<file path="src/design/lsra_pkg.sv">
package lsra_pkg;

   localparam int ID_WIDTH = 16;
   localparam int FIELD_POS_WIDTH = 16;
   localparam int REG_FIELD_WIDTH = 4;
   localparam int CFG_WIDTH = 5;
   localparam logic [CFG_WIDTH-1:0] CFG_RESET = 5'd16;

   typedef struct packed {
      logic load;
      logic expire;
      logic decide;
      logic commit;
   } cmd_type;

   typedef struct packed {
      logic out_blocked;
   } status_type;

endpackage

</file>
<file path="src/design/lsra_ctrl.sv">
module lsra_ctrl
   import lsra_pkg::*;
(
   input  logic       clock,
   input  logic       reset,
   input  logic       req_valid,
   output logic       req_ready,
   input  status_type status,
   output cmd_type    cmd
);

   typedef enum logic [3:0] {
      ST_IDLE   = 4'b0001,
      ST_EXPIRE = 4'b0010,
      ST_DECIDE = 4'b0100,
      ST_COMMIT = 4'b1000
   } state_type;

   state_type state_ff, state_in;

   always_comb begin
      state_in   = state_ff;
      cmd        = '0;
      req_ready  = 1'b0;
      case (state_ff)
         ST_IDLE: begin
            req_ready = 1'b1;
            if (req_valid) begin
               cmd.load = 1'b1;
               state_in = ST_EXPIRE;
            end
         end
         ST_EXPIRE: begin
            cmd.expire = 1'b1;
            state_in   = ST_DECIDE;
         end
         ST_DECIDE: begin
            cmd.decide = 1'b1;
            state_in   = ST_COMMIT;
         end
         ST_COMMIT: begin
            // hold until the result register frees up
            if (!status.out_blocked) begin
               cmd.commit = 1'b1;
               state_in   = ST_IDLE;
            end
         end
         default: begin
            state_in = ST_IDLE;
         end
      endcase
   end

   always_ff @(posedge clock) begin
      if (reset) begin
         state_ff <= ST_IDLE;
      end else begin
         state_ff <= state_in;
      end
   end

endmodule

</file>
<file path="config.mk">
export PLATFORM = sky130hd
export DESIGN_NAME = lsra_ctrl
export DESIGN_NICKNAME = d
export VERILOG_FILES = /design/src/design/lsra_pkg.sv /design/src/design/lsra_ctrl.sv
export SDC_FILE = /design/constraint.sdc
export NUM_CORES = 1
export LEC_CHECK = 0
export BUFFER_PORTS_ARGS = -buffer_cell sky130_fd_sc_hd__clkbuf_2
export CAP_MARGIN = 10
export CORE_AREA = 2 2 39 41
export CTS_BUF_LIST = sky130_fd_sc_hd__clkbuf_8
export DETAILED_ROUTE_END_ITERATION = 8
export DIE_AREA = 0 0 41 43
export SLEW_MARGIN = 0
export SYNTH_ARGS = -nofsm -noshare
export SYNTH_HDL_FRONTEND = slang
export SYNTH_SLANG_ARGS = --single-unit
</file>
<file path="constraint.sdc">
create_clock -name clock -period 1.05 [get_ports clock]
set_clock_uncertainty 0.2 [all_clocks]
set_input_delay 0.0525 -clock clock [delete_from_list [all_inputs] [get_ports clock]]
set_output_delay 0.0525 -clock clock [all_outputs]
set_load 0.01 [all_outputs]
</file>
# == After elaboration in Yosys (flattened, before gate mapping) ==
# Index checks and enable logic that the tools add are counted.
# Widths: inputs -> output; s select.
# word_totals
ff_bits,4
latchBits,0
mem_bits_rw,0
romBits,0
input_bits,4
output_inout_bits,5
mem_count,0
# classes
n_addsub,0
mul,0
n_div,0
order_cmp,0
eq_ne,6
n_shift,0
n_mux,10
bitwise,0
reduce_logical,1
# op_table
op,count
$pmux 4 s4,1
$mux 4,2
$mux 1,7
$eq 4x1->1 const B,1
$eq 4x2->1 const B,1
$eq 4x3->1 const B,1
$eq 4x4->1 const B,1
$ne 2x2->1 const B,2
$reduce_and 2->1,1

# == Longest topological paths before layout ==
# Gate-level depths: netlist (run 1).
# depth
ltp_word,3
mapped_depth,3
depth_no_buf,3

# == Worst setup path after synthesis (run 1) ==
# Ideal clock, no wire load.
# synth_timing
path_kind,reg2out
startpoint,register state_ff[1]
endpoint,output port cmd[0] in the netlist's numbering
t_arrival_ps,1041
setup_slack_ps,-244
stages_incl_launch_ff,3
path_buffers,0
cell_sequence,dfxtp_1 -> or2_1 -> nor4b_1
# synth_rtl
element,line,rtl
start: declaration,lsra_ctrl.sv:19,"state_type state_ff, state_in;"
start signal: assignment,lsra_ctrl.sv:58,state_ff <= state_in;
end: declaration,lsra_ctrl.sv:9,output cmd_type cmd

==> results of run 1 <==
-- cell families (layout without fill, tap and decap cells) --
kind of cell	Yosys count	after routing	synth area share (%)
XOR/XNOR	1	1	4.07
AND/OR/NAND/NOR	12	12	47.7
flip-flops	4	4	37.2
buffers and inverters	1	20	3.49
AO/OA/AOI/OAI	3	3	7.56
-- metrics by stage --
step | TNS [ns] | std cells | utilization [%]
5_1_grt | -2.50 | 56 | 30.1
4_1_cts | -2.15 | 54 | 27.8
3_5_place_dp | -1.36 | 49 | 22.8
2_1_floorplan | -0.682 | 21 | -
3_3_place_gp | -1.23 | 49 | 22.8
6_report | -2.00 | 56 | 30.1
-- cells in the final DEF (no fill, tap or decap), drive strengths merged, types with 2 or more instances in the layout --
master,instances
buf,12
clkbuf,6
dfxtp,4
dlygate4sd3,2
nor4b,4
-- power by group --
group	switching [uW]	internal (uW)	leakage [uW]
combinational	32.7	63.0	0.000129
clock	71.9	244	0.0000216
sequential	11.9	160	0.0000340
total	116	467	0.000185
-- what timing repair did --
item                       4_1_cts  5_1_grt
gates resized for setup          2        8
pin swaps                        1        2
hold endpoints to repair         4        0
hold buffers                     2        0
setup buffers                    0        2
setup endpoints to repair        9        9
-- worst register-to-register path, stage by stage, from the launching register on --
cell	delay (ns)
dfxtp_4	0.35
nor4b_4	0.30
and3b_1	0.21
a21oi_1	0.04
-- per-layer routing --
metal / global-route usage (%) / part of all wire (%) / vias to the layer above / wire length [um]
met4: 8.00 / 0 / 0 / 0
met3: 2.09 / 10 / 0 / 57
met5: 0 / 0 / - / 0
li1: - / - / 116 / -
met2: 8.44 / 53 / 7 / 290
met1: 7.40 / 36 / 102 / 197
-- cell type report --
type | instances | area (um^2) | area share, %
tap | 16 | 20.0 | 4.80
sequential | 4 | 87.6 | 21.0
clock buffer | 3 | 41.3 | 9.91
multi-input combinational | 16 | 149 | 35.7
timing repair buffer | 17 | 119 | 28.5
-- path summary, 6_finish.rpt --
check / slack, ns / depth (start not counted) / from / end
max: -0.37 / 3 / state_ff[2] / cmd[0]
min: 0.07 / 4 / status / state_ff[0]
max reg2reg: -0.16 / 3 / state_ff[1] / state_ff[0]
min reg2reg: 0.35 / 2 / state_ff[1] / state_ff[3]
==> load_flow_metrics.sql, run 1 <==
INSERT INTO impl_metrics (metric_group, metric, value, unit) VALUES
('routing', 'detail_route.drc_violations', '0', ''),
('routing', 'via_per_inst', '4.02', ''),
('sta', 'fin_crit_sh', '135', '%'),
('power', 'irDropWorstVdd', '0.000643', 'V'),
('sta', 'final_critical_delay_including_setup_and_external_delays', '1.42', 'ns'),
('finish', 'design.final.nets', '46', ''),
('clock_tree', 'clkSinkCount', '4', ''),
('placed_design', 'port_buffers', '8', ''),
('worst_setup_path', 'path_delay_family', 'simple AND/OR/NAND/NOR gates', ''),
('sta', 'finalWorstSetupSlack', '-0.371', 'ns'),
('outcome', 'outcome', 'finished with violations', ''),
('floorplanning', 'die_area', '1760', 'um^2'),
('global_route', 'first_global_vias', '190', ''),
('sta', 'hold_violation_total_from_the_final_report', '0', ''),
('sta', 'hold_ws', '0.0654', 'ns'),
('clock_tree', 'cts.reportedPaths.clkPinSlew', '0.03', 'ns'),
('floorplanning', 'fp.dieH', '43', 'um'),
('synth', 'yosys.cell_count.top_type', 'dfxtp_1', ''),
('worst_setup_path', 'endpoint_kind', 'output port', ''),
('synth', 'postSynthAreaPerCell', '10.2', 'um^2'),
('global_route', 'grt_pass1_wl', '738', 'um'),
('sta', 'unrepaired_setup_endpoints_after_global_routing', 'yes', ''),
('synth', 'mappedNetlistNets', '25', ''),
('synth', 'largest_cells_by_area_after_synthesis', 'dfxtp_1, nor4b_4, nor4b_1', ''),
('worst_setup_path', 'path_class', 'register to output port', ''),
('synth', 'synthDominantCellAreaShare', '37.2', '%'),
('worst_setup_path', 'critical_path.cell_chain', 'or2_1, nor4b_2, buf_2', ''),
('worst_setup_path', 'worst_setup_path_start_kind', 'register', ''),
('routing', 'routedWlPerCell', '9.73', 'um'),
('finish', 'reg_top3', 'state_ff: 4 flops', ''),
('hold_path', 'holdCritPathClass', 'input pin to register', ''),
('finish', 'areaGrowthSynthToFinish', '93.6', '%'),
('power', 'power_per_cell_area', '1400', 'nW/um^2'),
('outcome', 'failed_checks', 'setup timing', ''),
('sta', 'slew_violations', '0', ''),
('sta', 'max_slew.worst_pin.slew', '0.229', 'ns'),
('synth', 'area_of_the_mapped_netlist', '215', 'um^2'),
('synth', 'synth.ff_latch_count', '4', ''),
('synth', 'yosys-top-cells-count', 'dfxtp_1, nor4b_1', ''),
('synth', 'synthesis.instances', '21', ''),
('finish', 'number_of_inserted_filler_cells_in_the_final_layout', '151', ''),
('placed_design', 'detailedPlace.worstSlack', '-0.214', 'ns'),
('clock_tree', 'clock_tree.root_cell', 'clkbuf_8', ''),
('synth', 'ys_warn_count', '0', ''),
('flow_run', 'cap_violations', '0', ''),
('worst_setup_path', 'slowest_stage', 'dfxtp_2', ''),
('routing', 'routed_wirelength', '545', 'um'),
('finish', 'fraction_of_final_layout_cells_with_drive_strength_greater_than_1', '65.0', '%'),
('clock_tree', 'cts_made_buffers', '3', ''),
('routing', 'detailedRoute.firstIterationViolations', '2', ''),
('global_route', 'number_of_antenna_violations_at_the_first_check_in_global_routing', '0', ''),
('sta', 'fmax', '0.704', 'GHz'),
('clock_tree', 'cts_tree', 'built', ''),
('power', 'finalPower', '583', 'uW'),
('floorplanning', 'die-width', '41', 'um'),
('routing', 'dr.pass1.iters', '2', ''),
('global_route', 'maximum_number_of_pins_on_one_net_before_global_route_repair', '7', ''),
('placed_design', 'gpl.final_weighted_congestion', '0.658', ''),
('routing', 'drt.antenna.violating_nets', '0', ''),
('worst_setup_path', 'buffers_plus_inverters_on_the_worst_setup_path', '1', ''),
('worst_setup_path', 'crit_path_max_fanout', '4', ''),
('routing', 'routed-via-count', '225', ''),
('floorplanning', 'initial_utilization', '15.6', '%'),
('worst_setup_path', 'worst_endpoint_data_arrival_time', '1.17', 'ns'),
('synth', 'synth_enable_flop_cells', '0', ''),
('floorplanning', 'design.core.area', '1380', 'um^2'),
('placed_design', 'post_dp_cell_area', '315', 'um^2'),
('sta', 'finalSetupViolCount', '9', ''),
('synth', 'synth_cell_type_count', '17', ''),
('global_route', 'total_routing_usage_gr', '6.63', '%'),
('finish', 'largest_register_ff_count', '4', '');
Note: power is estimated with default switching activity, not from simulation.
==> run 2: changes to the inputs <==
GPL_TIMING_DRIVEN = 0   (was not set)
SKIP_CTS_REPAIR_TIMING = 1   (was not set)
==> run 2 against run 1 <==
The run ends with hold timing, setup timing left. Routed wire length decreased by 13%. Utilization shrank 5.0 points. Worst setup slack got worse by 0.041 ns. Cell area is 17% lower. Die area is the same. First-iteration DRC count is 100% lower. Clock-buffer cell count stayed put. Sequential power barely moved.
==> load_flow_metrics.sql, run 2 (synthesis gave the netlist of run 1 again) <==
INSERT INTO impl_metrics (metric_group, metric, value, unit) VALUES
('finish', 'mostFrequentLayoutCells', 'clkbuf_2, clkbuf_8, buf_2, dfxtp_2', ''),
('worst_setup_path', 'reg2regPathDepth', '3', ''),
('power', 'finalPower', '543', 'uW'),
('hold_path', 'whs_path_depth', '2', ''),
('finish', 'area.sequential', '87.6', 'um^2'),
('sta', 'final.setup.tns', '-1.89', 'ns'),
('finish', 'final-instance-count-excl-fill', '50', ''),
('routing', 'detailedRoute.firstIterationViolations', '0', ''),
('sta', 'hold_violation_total_from_the_final_report', '2', ''),
('sta', 'max_slew.worst_pin.slew', '0.242', 'ns'),
('routing', 'detail_route.drc_violations', '0', ''),
('floorplanning', 'fp.dieH', '43', 'um'),
('routing', 'routed_wirelength', '476', 'um'),
('power', 'static-leakage-power', '0.000150', 'uW'),
('worst_setup_path', 'critical_path.cell_chain', 'or2_1, nor4b_2, buf_2', ''),
('routing', 'routedWlPerCell', '9.52', 'um'),
('finish', 'largest-register', 'state_ff', ''),
('finish', 'final_common_cell', 'clkbuf_2', ''),
('clock_tree', 'cts_made_buffers', '3', ''),
('finish', 'fraction_of_final_layout_cells_with_drive_strength_greater_than_1', '58.8', '%'),
('worst_setup_path', 'worst_setup_path_start_kind', 'register', ''),
('sta', 'hold_ws', '-0.0802', 'ns'),
('sta', 'fmax', '0.684', 'GHz'),
('worst_setup_path', 'path_delay_family', 'simple AND/OR/NAND/NOR gates', ''),
('floorplanning', 'io_pins', '9', ''),
('worst_setup_path', 'worst_endpoint_data_arrival_time', '1.21', 'ns'),
('finish', 'areaGrowthSynthToFinish', '61.6', '%'),
('worst_setup_path', 'cp.required', '0.80', 'ns'),
('clock_tree', 'cts_htree_levels', '1', ''),
('worst_setup_path', 'crit_cells', '3', ''),
('placed_design', 'post_dp_cell_area', '285', 'um^2'),
('sta', 'fin_crit_sh', '139', '%'),
('routing', 'dr.pass1.iters', '1', ''),
('clock_tree', 'worstSkewPairLatency', '0.21', 'ns'),
('sta', 'unrepaired_setup_endpoints_after_global_routing', 'yes', ''),
('global_route', 'first_global_vias', '178', ''),
('finish', 'design.final.nets', '40', ''),
('placed_design', 'dpl.cell_count', '45', ''),
('global_route', 'total_routing_usage_gr', '6.72', '%'),
('clock_tree', 'cts_tree', 'built', ''),
('power', 'power_per_cell_area', '1560', 'nW/um^2'),
('sta', 'slew_violations', '0', ''),
('floorplanning', 'die-width', '41', 'um'),
('routing', 'via_per_inst', '3.96', ''),
('global_route', 'grt_pass1_wl', '752', 'um'),
('global_route', 'number_of_antenna_violations_at_the_first_check_in_global_routing', '0', ''),
('global_route', 'maximum_number_of_pins_on_one_net_before_global_route_repair', '7', ''),
('worst_setup_path', 'path_class', 'register to output port', ''),
('global_route', 'grt_remaining_overflow', '0', ''),
('placed_design', 'port_buffers', '8', ''),
('clock_tree', 'clkSinkCount', '4', ''),
('finish', 'largest_register_ff_count', '4', ''),
('worst_setup_path', 'crit_path_max_fanout', '6', ''),
('finish', 'finalInstanceArea', '348', 'um^2'),
('placed_design', 'dp_hpwl', '363', 'um'),
('sta', 'finalWorstSetupSlack', '-0.412', 'ns'),
('outcome', 'outcome', 'finished with violations', ''),
('clock_tree', 'cts_buffer_depth', '2', ''),
('sta', 'final_critical_delay_including_setup_and_external_delays', '1.46', 'ns'),
('worst_setup_path', 'worst_path_largest_cell_delay', '0.35', 'ns'),
('worst_setup_path', 'buffers_plus_inverters_on_the_worst_setup_path', '1', ''),
('finish', 'reg_top3', 'state_ff: 4 flops', ''),
('sta', 'max-slew-margin-rel', '83.8', '%'),
('placed_design', 'gpl.final_weighted_congestion', '0.600', ''),
('routing', 'routed-via-count', '198', ''),
('sta', 'finalSetupViolCount', '9', ''),
('outcome', 'failed_checks', 'hold timing, setup timing', ''),
('floorplanning', 'rows', '14', ''),
('floorplanning', 'die_area', '1760', 'um^2'),
('floorplanning', 'initial_utilization', '15.6', '%'),
('finish', 'insertedDiodeCount', '0', ''),
('power', 'irDropWorstVdd', '0.000747', 'V'),
('worst_setup_path', 'endpoint_kind', 'output port', ''),
('routing', 'drt.antenna.violating_nets', '0', ''),
('clock_tree', 'clock_tree.root_cell', 'clkbuf_8', ''),
('hold_path', 'holdCritPathClass', 'input pin to register', ''),
('finish', 'multiInputGateArea', '134', 'um^2'),
('clock_tree', 'cts.reportedPaths.clkPinSlew', '0.03', 'ns'),
('flow_run', 'cap_violations', '0', ''),
('finish', 'number_of_inserted_filler_cells_in_the_final_layout', '156', ''),
('floorplanning', 'design.core.area', '1380', 'um^2'),
('worst_setup_path', 'slowest_stage', 'dfxtp_2', '');
[run 2: cell count changes in the layout (fill, tap and decap cells not counted), sizes merged]
cell,previous run,this run
dlygate4sd3,2,1
buf,12,5
clkbuf,6,8
[run 2: through the flow]
step	worst slack, ns	util, %
global placement	-0.205	20.6
global route	-0.452	25.1
floorplan	-0.199	-
CTS	-0.481	23.6
detailed placement	-0.251	20.6
finish	-0.412	25.1
[run 2: power breakdown]
group	internal, uW	total, uW	switching [uW]
Clock	244	315	71.7
Sequential	159	171	12.9
Combinational	33.5	56.4	22.9
[run 2: path summary, 6_finish.rpt]
check / to / start / slack (ns)
max: cmd[0] / state_ff[1] / -0.41
min: state_ff[1] / req_valid / -0.08
max reg2reg: state_ff[0] / state_ff[3] / -0.16
min reg2reg: state_ff[3] / state_ff[0] / 0.29
[run 2: worst register-to-register path, delay by kind of cell (launching register included)]
family | cells | cell delay, ns
and+or+nand+nor | 2 | 0.49
DFF | 1 | 0.35
AOI/OAI and AO/OA | 1 | 0.04
[run 2: area by class of cell]
class / instances / area share (%)
Multi-Input combinational cell: 16 / 38.5
Buffer: 1 / 2.16
Clock buffer: 3 / 11.9
Sequential cell: 4 / 25.2
Tap cell: 16 / 5.76
Timing Repair Buffer: 10 / 16.5
[run 2: routing by layer]
metal / global-route usage, % / vias to the layer above / part of all wire (%)
li1: - / 105 / -
met1: 7.37 / 86 / 44
met2: 8.75 / 7 / 50
met3: 2.09 / 0 / 6.3
met4: 8.00 / 0 / 0
met5: 0 / - / 0
